## config.mk

```make
export PLATFORM = sky130hd
export DESIGN_NAME = uvs_regs
export DESIGN_NICKNAME = d
export VERILOG_FILES = /design/src/design/uvs_pkg.sv /design/src/design/uvs_regs.sv
export SDC_FILE = /design/constraint.sdc
export NUM_CORES = 1
export LEC_CHECK = 0
export ABC_AREA = 0
export BUFFER_PORTS_ARGS = -buffer_cell sky130_fd_sc_hd__buf_2
export CELL_PAD_IN_SITES_DETAIL_PLACEMENT = 1
export CELL_PAD_IN_SITES_GLOBAL_PLACEMENT = 2
export CORE_MARGIN = 5
export CORE_UTILIZATION = 27
export CTS_CLUSTER_DIAMETER = 150
export DETAILED_ROUTE_END_ITERATION = 6
export PLACE_DENSITY_LB_ADDON = 0.1
export SYNTH_ARGS = -nofsm -noshare
export SYNTH_HDL_FRONTEND = slang
export SYNTH_SLANG_ARGS = --single-unit
```

## constraint.sdc

```tcl
create_clock -name clk -period 1.8 [get_ports clk]
set_input_delay 0 -clock clk [delete_from_list [all_inputs] [get_ports clk]]
set_output_delay 0 -clock clk [all_outputs]
set_load 0.01 [all_outputs]
```

## src/design/uvs_pkg.sv

```systemverilog
`timescale 1ns / 1ps
// ----------------------------------------------------------------------------
// uvs_pkg
// Shared types, constants and rounding helpers for the UV-sphere vertex
// generator.
// ----------------------------------------------------------------------------
package uvs_pkg;

	localparam int unsigned MAX_SEGMENTS = 1024;
	localparam int unsigned SEG_W        = 11;
	localparam int unsigned RAD_W        = 15;
	localparam int unsigned ADDR_W       = 4;

	// odd Taylor terms of sin(pi/2*x), Q28
	localparam logic [29:0] COEF_A1 = 30'd421657428;
	localparam logic [29:0] COEF_A3 = 30'd173399667;
	localparam logic [29:0] COEF_A5 = 30'd21392326;
	localparam logic [29:0] COEF_A7 = 30'd1256749;
	localparam logic [29:0] COEF_A9 = 30'd43068;
	localparam logic [15:0] QUARTER_TURN = 16'd16384;

	// register indexes
	localparam logic [1:0] REG_COLUMNS = 2'd0;
	localparam logic [1:0] REG_ROWS    = 2'd1;
	localparam logic [1:0] REG_RADIUS  = 2'd2;

	typedef struct packed {
		logic [SEG_W-1:0] columns_in_use;
		logic [SEG_W-1:0] rows_in_use;
		logic [RAD_W-1:0] sphere_radius;
	} cfg_t;

	// zero acts as one, above the maximum acts as the maximum
	function automatic logic [SEG_W-1:0] clamp_seg(input logic [SEG_W-1:0] s);
		logic [SEG_W-1:0] r;
		if (s == '0)
			r = SEG_W'(1);
		else if (s > SEG_W'(MAX_SEGMENTS))
			r = SEG_W'(MAX_SEGMENTS);
		else
			r = s;
		return r;
	endfunction

	// shift right, round half away from zero, saturate to 16 bits
	function automatic logic [15:0] rnd_sat(input logic signed [47:0] v,
	                                        input int unsigned sh);
		logic [48:0] mag;
		logic [48:0] rs;
		logic [15:0] r;
		mag = v[47] ? (~{v[47], v} + 49'd1) : {1'b0, v};
		rs  = (mag + (49'd1 << (sh - 1))) >> sh;
		if (v[47]) begin
			if (rs > 49'd32768)
				r = 16'h8000;
			else
				r = 16'(16'd0 - rs[15:0]);
		end else begin
			if (rs > 49'd32767)
				r = 16'h7FFF;
			else
				r = rs[15:0];
		end
		return r;
	endfunction

endpackage

```

## src/design/uvs_regs.sv

```systemverilog
`timescale 1ns / 1ps
// ----------------------------------------------------------------------------
// uvs_regs
// APB register file: segment counts and sphere radius.
// ----------------------------------------------------------------------------
module uvs_regs (
	input  logic                       clk,
	input  logic                       arst_n,
	input  logic                       psel,
	input  logic                       penable,
	input  logic                       pwrite,
	input  logic [uvs_pkg::ADDR_W-1:0] paddr,
	input  logic [31:0]                pwdata,
	output logic [31:0]                prdata,
	output uvs_pkg::cfg_t              cfg
);
	import uvs_pkg::*;

	cfg_t       cfg_q;
	logic [1:0] idx;
	logic       wr;

	assign idx = paddr[3:2];
	assign wr  = psel & penable & pwrite;

	always_ff @(posedge clk or negedge arst_n) begin
		if (!arst_n) begin
			cfg_q.columns_in_use <= SEG_W'(32);
			cfg_q.rows_in_use    <= SEG_W'(16);
			cfg_q.sphere_radius  <= RAD_W'(256);
		end else if (wr) begin
			unique case (idx)
				REG_COLUMNS: cfg_q.columns_in_use <= pwdata[SEG_W-1:0];
				REG_ROWS:    cfg_q.rows_in_use    <= pwdata[SEG_W-1:0];
				REG_RADIUS:  cfg_q.sphere_radius  <= pwdata[RAD_W-1:0];
				default: ;
			endcase
		end
	end

	always_comb begin
		unique case (idx)
			REG_COLUMNS: prdata = 32'(cfg_q.columns_in_use);
			REG_ROWS:    prdata = 32'(cfg_q.rows_in_use);
			REG_RADIUS:  prdata = 32'(cfg_q.sphere_radius);
			default:     prdata = '0;
		endcase
	end

	assign cfg = cfg_q;

endmodule

```

==> impl_metrics.toml <==
[drt]
vias = 1390
met3WireLength_um = 299
viasPerCell = 4.34
highest_layer = "met4"
first_pass_iters = 3
wl_met1_um = 2120
route.met2.wl_um = 2910
wl_per_cell_um = 16.8
ant_nets = 0
drc = 0
routed_wl_um = 5380
drt_iter0_drc = 30

[critical_path]
reg2regPathDepth = 1
worst-path-buf-inv = 1
r2r_setup_slack_ns = 1.01
cpPeakStageDelay_ns = 0.55
cp.arrival_ns = 1.23
worstPathRequired_ns = 1.80
critical_path_cell_count = 3
criticalPathCategory = "reg -> out"
cp-start-kind = "register"
path_max_fanout = 3
cpMaxStageDelayCell = "dfstp_2"
end_kind = "output pin"
path_cells = "mux2i_1 > o21ai_0 > buf_2"
critPathTopFamily = "flip-flops"

[power]
power_density_mw_per_mm2 = 1020
p_sw_share_pct = 31.8
p_int_mw = 1.74
vdd_ir_drop_max_v = 0.000419
power.total_mw = 2.55
switchingPower_uw = 812
p_comb_share_pct = 31.9
pwr-share-seq_pct = 46.7
clkPwrFrac_pct = 21.4
p_leak_nw = 1.29

[synthesis]
yosysUniqueCellTypes = 19
syn_inst = 142
seq_area_frac_synth_pct = 50.4
syn-mean-instance-area_um2 = 13.0
syn_area_mm2 = 0.00184
synth_top_area_share_pct = 46.2
ys_warn_count = 0
synthTopCellsByArea = "dfrtp_1, mux2_2, mux2_4, buf_4, mux2i_1"
synth_area_leader_cell = "dfrtp_1"
ys_ff_latch = 37

[clock_network]
cts_tree = "built"
htree_num_levels = 2
clock_sinks = 37
clkTransAtPathRegs_ns = 0.07
cts_buffers = 5
insertion_delay_ns = 0.28
cts.path.max_buffers = 2
cts_root_buffer = "clkbuf_8"
postCtsResizedCells = 0

[timing]
finalSetupTns_ns = 0
skew_ns = 0
setup_viol = 0
slew_headroom_pct = 43.6
final_max_slew_viol_count = 0
timing.fmax_mhz = 815
post-route-min-period_ns = 1.23
hold_ws_ns = 0.355
grt_setup_unrepaired = "no"
fin_crit_sh_pct = 68.2
tightest_slew_ns = 0.846
hold_viol = 0

[floorplan]
rows = 30
core_area_mm2 = 0.00672
dieHeight_um = 92.6
start_util_pct = 27.4
fp.dieW_um = 92.6
fp.dieArea_mm2 = 0.00858
design.portCount = 110

[layout]
syn_to_final_growth_pct = 35.8
nets = 280
drive_gt1_share_pct = 53.8
diodes = 0
fin_util_pct = 37.2
largest_reg_flops = 37

[global_routing]
antenna_found_initial = 0
overflow = 0
grt_usage_pct = 13.7
grt_pass1_vias = 1663
grt_max_degree = 38
grt_pass1_wl_um = 9000

[placed_design]
hpwl_um = 3990
gp_congestion = 0.701
io_buffer_count = 73

[run_status]
outcome = "complete, no violations"

[hold_path]
hold_class = "in -> async"

[flow_run]
drv_cap = 0
## path summary, 6_finish.rpt
path	from	to
min	arst_n	cfg[17]
min reg2reg	cfg[14]	cfg[14]
min in group clk	paddr[2]	cfg[8]
max	cfg[8]	prdata[8]
max in group asynchronous	arst_n	cfg[26]
max reg2reg	cfg[10]	cfg[10]
## placed cells by master (no fill, tap or decap), drive strengths merged, types with 3 or more instances in the layout
cell type / instances
and2: 4
nand2: 11
buf: 82
dfrtp: 34
o21ai: 11
conb: 17
mux2: 37
mux2i: 11
dlygate4sd3: 16
dfstp: 3
clkbuf: 8
## power groups by stage
stage | clock, mW | sequential (mW) | combinational (mW)
finish | 0.547 | 1.19 | 0.814
global route | 0.617 | 1.23 | 0.895
CTS | 0.575 | 1.20 | 0.832
detailed placement | 0 | 1.21 | 0.805
global placement | 0 | 1.19 | 0.789
floorplan | 0 | 1.27 | 0.365
## through the flow
| step | cells | setup slack (ns) | cell area, µm² |
|---|---|---|---|
| 2_1_floorplan | 158 | 0.667 | 1900 |
| 3_3_place_gp | 296 | 0.517 | 2260 |
| 3_5_place_dp | 296 | 0.496 | 2260 |
| 4_1_cts | 320 | 0.551 | 2500 |
| 5_1_grt | 320 | 0.511 | 2500 |
| 6_report | 320 | 0.572 | 2500 |
## synth_stat cells
cell type and count:
clkbuf_1 2, dfrtp_1 34, nor3_1 1, and2_1 4, mux2i_1 11, nor3b_2 1, nor2b_1 1, buf_2 2
dfstp_2 3, buf_4 17, nand2_1 11, mux2_2 27, or3b_1 1, mux2_4 10, and2b_1 1, o21ai_0 11
nand3_1 1, conb_1 1, buf_6 3
## repair_timing
action,4_1_cts,5_1_grt
hold buffers,16,0
setup buffers,0,0
hold endpoints to repair,71,0
## kinds of logic after synthesis
| logic type | count (synthesis) | share of synthesized area [%] |
|---|---|---|
| buffers and inverters | 24 | 9.71 |
| other | 1 | 0.203 |
| muxes | 48 | 30.6 |
| DFF | 37 | 50.4 |
| and+or+nand+nor | 21 | 6.04 |
| AOI/OAI and AO/OA | 11 | 2.99 |
## layer usage
metal / vias to the layer above / track usage, %
met3: 5 / 3.57
li1: 648 / -
met1: 692 / 15.7
met5: - / 0
met4: 0 / 4.64
met2: 45 / 24.5
## layout make-up
type | count | area [µm²]
Clock buffer | 8 | 80.1
Multi-Input combinational cell | 97 | 800
Tap cell | 80 | 100
Sequential cell | 37 | 930
Fill cell | 771 | 4220
Timing Repair Buffer | 98 | 593
Note: power is estimated with default switching activity, not from simulation.
