--- config.mk ---
export PLATFORM = sky130hd
export DESIGN_NAME = uvs_div
export DESIGN_NICKNAME = d
export VERILOG_FILES = /design/src/design/uvs_pkg.sv /design/src/design/uvs_div.sv
export SDC_FILE = /design/constraint.sdc
export NUM_CORES = 1
export LEC_CHECK = 0
export ABC_AREA = 1
export BUFFER_PORTS_ARGS = -buffer_cell sky130_fd_sc_hd__buf_2
export CORE_MARGIN = 2
export CORE_UTILIZATION = 40
export CTS_BUF_LIST = sky130_fd_sc_hd__clkbuf_16
export CTS_CLUSTER_SIZE = 12
export DETAILED_ROUTE_END_ITERATION = 6
export RECOVER_POWER = 25
export SETUP_SLACK_MARGIN = 0.5
export SLEW_MARGIN = 20
export SYNTH_ARGS = -nofsm -noshare
export SYNTH_HDL_FRONTEND = slang
export SYNTH_SLANG_ARGS = --single-unit
--- constraint.sdc ---
create_clock -name clk -period 9.39 [get_ports clk]
set_input_delay 0.939 -clock clk [delete_from_list [all_inputs] [get_ports clk]]
set_output_delay 0.939 -clock clk [all_outputs]
set_load 0.02 [all_outputs]
--- src/design/uvs_pkg.sv ---
`timescale 1ns / 1ps
// ----------------------------------------------------------------------------
// uvs_pkg
// Shared types, constants and rounding helpers for the UV-sphere vertex
// generator.
// ----------------------------------------------------------------------------
package uvs_pkg;

	localparam int unsigned MAX_SEGMENTS = 1024;
	localparam int unsigned SEG_W        = 11;
	localparam int unsigned RAD_W        = 15;
	localparam int unsigned ADDR_W       = 4;

	// odd Taylor terms of sin(pi/2*x), Q28
	localparam logic [29:0] COEF_A1 = 30'd421657428;
	localparam logic [29:0] COEF_A3 = 30'd173399667;
	localparam logic [29:0] COEF_A5 = 30'd21392326;
	localparam logic [29:0] COEF_A7 = 30'd1256749;
	localparam logic [29:0] COEF_A9 = 30'd43068;
	localparam logic [15:0] QUARTER_TURN = 16'd16384;

	// register indexes
	localparam logic [1:0] REG_COLUMNS = 2'd0;
	localparam logic [1:0] REG_ROWS    = 2'd1;
	localparam logic [1:0] REG_RADIUS  = 2'd2;

	typedef struct packed {
		logic [SEG_W-1:0] columns_in_use;
		logic [SEG_W-1:0] rows_in_use;
		logic [RAD_W-1:0] sphere_radius;
	} cfg_t;

	// zero acts as one, above the maximum acts as the maximum
	function automatic logic [SEG_W-1:0] clamp_seg(input logic [SEG_W-1:0] s);
		logic [SEG_W-1:0] r;
		if (s == '0)
			r = SEG_W'(1);
		else if (s > SEG_W'(MAX_SEGMENTS))
			r = SEG_W'(MAX_SEGMENTS);
		else
			r = s;
		return r;
	endfunction

	// shift right, round half away from zero, saturate to 16 bits
	function automatic logic [15:0] rnd_sat(input logic signed [47:0] v,
	                                        input int unsigned sh);
		logic [48:0] mag;
		logic [48:0] rs;
		logic [15:0] r;
		mag = v[47] ? (~{v[47], v} + 49'd1) : {1'b0, v};
		rs  = (mag + (49'd1 << (sh - 1))) >> sh;
		if (v[47]) begin
			if (rs > 49'd32768)
				r = 16'h8000;
			else
				r = 16'(16'd0 - rs[15:0]);
		end else begin
			if (rs > 49'd32767)
				r = 16'h7FFF;
			else
				r = rs[15:0];
		end
		return r;
	endfunction

endpackage

--- src/design/uvs_div.sv ---
`timescale 1ns / 1ps
// ----------------------------------------------------------------------------
// uvs_div
// Pipelined restoring divider: q = round(idx/seg) in Q1.15, four quotient
// bits per stage, four stages.
// ----------------------------------------------------------------------------
module uvs_div (
	input  logic                      clk,
	input  logic                      arst_n,
	input  logic                      en,
	input  logic                      in_valid,
	input  logic [uvs_pkg::SEG_W-1:0] idx,
	input  logic [uvs_pkg::SEG_W-1:0] seg,
	output logic                      out_valid,
	output logic [15:0]               quo
);
	import uvs_pkg::*;

	// dividend = idx*65536 + seg, divisor = 2*seg; the high part (idx) is
	// already below the divisor, so only the low 16 bits are shifted in
	logic [11:0] rem_s [4];
	logic [15:0] quo_s [4];
	logic        vld_s [4];
	logic [11:0] rem_n [4];
	logic [15:0] quo_n [4];
	logic [15:0] low;
	logic [11:0] dsr;
	logic [11:0] rem_in;

	assign low    = 16'(seg);
	assign dsr    = {seg, 1'b0};
	assign rem_in = (idx > seg) ? 12'(seg) : 12'(idx);

	always_comb begin
		logic [11:0] r;
		logic [15:0] qq;
		logic [12:0] t;
		for (int k = 0; k < 4; k++) begin
			r  = (k == 0) ? rem_in : rem_s[(k == 0) ? 0 : k - 1];
			qq = (k == 0) ? 16'd0  : quo_s[(k == 0) ? 0 : k - 1];
			for (int j = 0; j < 4; j++) begin
				t = {r, low[15 - (4 * k + j)]};
				if (t >= 13'(dsr)) begin
					r  = 12'(t - 13'(dsr));
					qq = {qq[14:0], 1'b1};
				end else begin
					r  = t[11:0];
					qq = {qq[14:0], 1'b0};
				end
			end
			rem_n[k] = r;
			quo_n[k] = qq;
		end
	end

	always_ff @(posedge clk or negedge arst_n) begin
		if (!arst_n) begin
			for (int k = 0; k < 4; k++) vld_s[k] <= 1'b0;
		end else if (en) begin
			vld_s[0] <= in_valid;
			for (int k = 1; k < 4; k++) vld_s[k] <= vld_s[k-1];
		end
	end

	always_ff @(posedge clk) begin
		if (en) begin
			for (int k = 0; k < 4; k++) begin
				rem_s[k] <= rem_n[k];
				quo_s[k] <= quo_n[k];
			end
		end
	end

	assign out_valid = vld_s[3];
	assign quo       = quo_s[3];

endmodule

==> impl_metrics.env <==
export IMPL_status="finished, final reports clean"
export IMPL_synth_simple_area_share=0.330
export IMPL_busiest_layer="met2"
export IMPL_fin_worst_skew_ns=0.0154
export IMPL_cts_buffers=9
export IMPL_vias_per_cell=5.36
export IMPL_route_detailed_drc=0
export IMPL_finalCriticalPeriod_ns=8.55
export IMPL_synth_edf_count=75
export IMPL_clock_sinks=79
export IMPL_max_cap_violations=0
export IMPL_syn2layout_area_growth_pct=11.4
export IMPL_met3_usage=0.0220
export IMPL_tightest_slew_ns=1.46
export IMPL_clock_path_buffers=2
export IMPL_crit_path_max_incr_delay_ns=0.33
export IMPL_grt_util_met2=0.394
export IMPL_synth_top_family_by_area="simple AND/OR/NAND/NOR gates"
export IMPL_grt_pass1_vias=12000
export IMPL_antenna_found_initial=0
export IMPL_synth_xor_area_share=0.0797
export IMPL_maxSlewViolCount=0
export IMPL_timing_fmax_ghz=0.117
export IMPL_synth_compound_area_frac=0.132
export IMPL_crit_fanout=9
export IMPL_grt_max_degree=61
export IMPL_synth_cell_area_um2=13000
export IMPL_async_reset_ff_frac=0.0506
export IMPL_crit_arrival_ns=8.77
export IMPL_cp_required_ns=9.62
export IMPL_grt_setup_unrepaired="yes"
export IMPL_synth_area_per_cell_um2=6.79
export IMPL_hold_path_class="in -> async"
export IMPL_n_antenna_cell=0
export IMPL_synth_nets=2130
export IMPL_port_buffers=42
export IMPL_ant_nets=0
export IMPL_clock_root_buffer="clkbuf_16"
export IMPL_drive_gt1_frac=0.115
export IMPL_row_count=65
export IMPL_synth_adder_area_share=0.196
export IMPL_drtPass1Iterations=5
export IMPL_yosysMostFrequentCell="nand2_1"
export IMPL_place_hpwl_um=29700
export IMPL_synth_cell_types=56
export IMPL_muxShareOfSynthArea=0.000772
export IMPL_drt_initial_drc_count=777
export IMPL_critPathCaptureType="register"
export IMPL_wirelength_um=39500
export IMPL_clock_latency_ns=0.37
export IMPL_coreArea_um2=31700
export IMPL_ys_seq_area_frac=0.181
export IMPL_grt_use_met1=0.314
export IMPL_syn_inst=1908
export IMPL_synth_seq_cells=79
export IMPL_setup_viol_count_final=0
export IMPL_fp_dieH_um=184
export IMPL_relSlewSlack=0.0278
export IMPL_track_usage=0.234
export IMPL_dieArea_um2=33900
export IMPL_path_clk_slew_ns=0.06
export IMPL_start_util=0.409
export IMPL_die_w_um=184
export IMPL_avgRoutedWirePerCell_um=16.6
export IMPL_synth_flop_cell="edfxtp_1"
export IMPL_crit_top_cell="nand2_1"
export IMPL_worst_setup_path_type="in -> reg"
export IMPL_synthTopCellsByCount="nand2_1, inv_1, ha_1"
export IMPL_place_congestion=0.970
export IMPL_gr_total_overflow=0
export IMPL_ios=43
export IMPL_via_count=12800
export IMPL_hold_violations=0
export IMPL_critPathLaunchType="input port"
export IMPL_setup_tns_ns=0
export IMPL_tritoncts="yes"
export IMPL_grt_pass1_wl_um=62300
export IMPL_synth_area_leaders="ha_1, nand2_1, edfxtp_1, inv_1, a21oi_1"
export IMPL_yosysTopAreaCell="ha_1"
export IMPL_slowest_stage="ha_1"
export IMPL_htreeDepth=3
export IMPL_period_share=0.910
export IMPL_nNetsFinal=2199
export IMPL_synth_top_cell_area_share=0.178
export IMPL_ys_warn_count=0
-- cell families after synthesis --
group           Yosys count
xor+xnor                118
simple gates            967
compound gates          297
fa+ha+maj               196
mux                       1
flops                    79
buf+inv                 250
-- layout by cell type, fill, tap and decap left out, drive strengths merged, types with 2 or more instances in the layout --
cell / synthesis / layout
o21bai: 13 / 13
nor2: 131 / 131
or2: 15 / 15
nand4: 34 / 34
inv: 227 / 228
o31ai: 2 / 2
a211oi: 4 / 4
ha: 184 / 184
bufinv: 0 / 3
o21ai: 114 / 114
xnor2: 51 / 51
o21a: 3 / 3
dfrtp: 4 / 4
nand3: 134 / 134
a31oi: 6 / 6
edfxtp: 75 / 75
nand2: 626 / 627
nor3: 20 / 20
xor2: 67 / 67
buf: 21 / 74
a31o: 4 / 4
o211ai: 3 / 3
clkbuf: 2 / 13
a21boi: 2 / 3
clkinvlp: 0 / 3
o2111ai: 7 / 7
a21oi: 126 / 126
a21o: 10 / 10
nor4: 2 / 2
fa: 12 / 12
and2: 2 / 2
a2111oi: 2 / 2
-- sequential cells by signal, summed over array words and instances, names as in the netlist --
register and cells:
vld_s 3, quo_s 40, rem_s 35, out_valid 1
-- worst paths after layout --
check | from | endpoint | slack, ns | cells after the start
min in group clk | quo_s[2][6] | quo_s[3][10] | 0.42 | 0
worst min register to register | quo_s[2][6] | quo_s[3][10] | 0.42 | 0
max in group asynchronous | arst_n | vld_s[2] | 8.80 | 1
worst max register to register | rem_s[1][0] | rem_s[2][4] | 1.49 | 41
worst min-delay path | arst_n | vld_s[3] | 0.40 | 1
worst max-delay path | seg[8] | rem_s[0][8] | 0.84 | 50
-- timing repair --
item                       in CTS  in global routing
hold buffers                    0                  0
resized for setup               2                 75
setup endpoints to repair      10                 37
pin swaps                       0                 14
cloned                          0                  3
setup buffers                   0                 19
-- critical path, delay by kind of cell --
kind,cells,cell delay (ns)
buf+inv,6,0.93
simple gates,26,2.97
compound gates,12,2.16
mux,1,0.21
fa+ha+maj,5,1.52
-- per-stage QoR --
stage	cells	worst slack, ns	instance area (um2)	util	hold slack, ns
after CTS	2361	0.541	14000	0.440	0.366
after global routing	2383	0.285	14400	0.455	0.418
final	2383	0.844	14400	0.455	0.403
after detailed placement	2346	0.0328	13600	0.430	0.405
after floorplan	1908	1.05	13000	-	0.400
after global placement	2346	0.206	13600	0.430	0.403
-- per-layer routing --
| metal | vias up | wire length, um |
|---|---|---|
| met5 | - | 0 |
| met4 | 0 | 1040 |
| met3 | 60 | 1700 |
| met2 | 303 | 18300 |
| met1 | 5885 | 18500 |
| li1 | 6520 | - |
-- layout make-up --
| type | count | area [um2] |
|---|---|---|
| Fill cell | 3250 | 17300 |
| Multi-Input combinational cell | 1581 | 9880 |
| Sequential cell | 79 | 2350 |
| Inverter | 227 | 856 |
| Tap cell | 402 | 503 |
| Timing Repair Buffer | 78 | 499 |
| Clock buffer | 9 | 225 |
| Clock inverter | 6 | 110 |
| Timing Repair inverter | 1 | 7.51 |
Power is not shown: default switching activity piles up to over one toggle a cycle in this logic, so the estimate is an artifact.
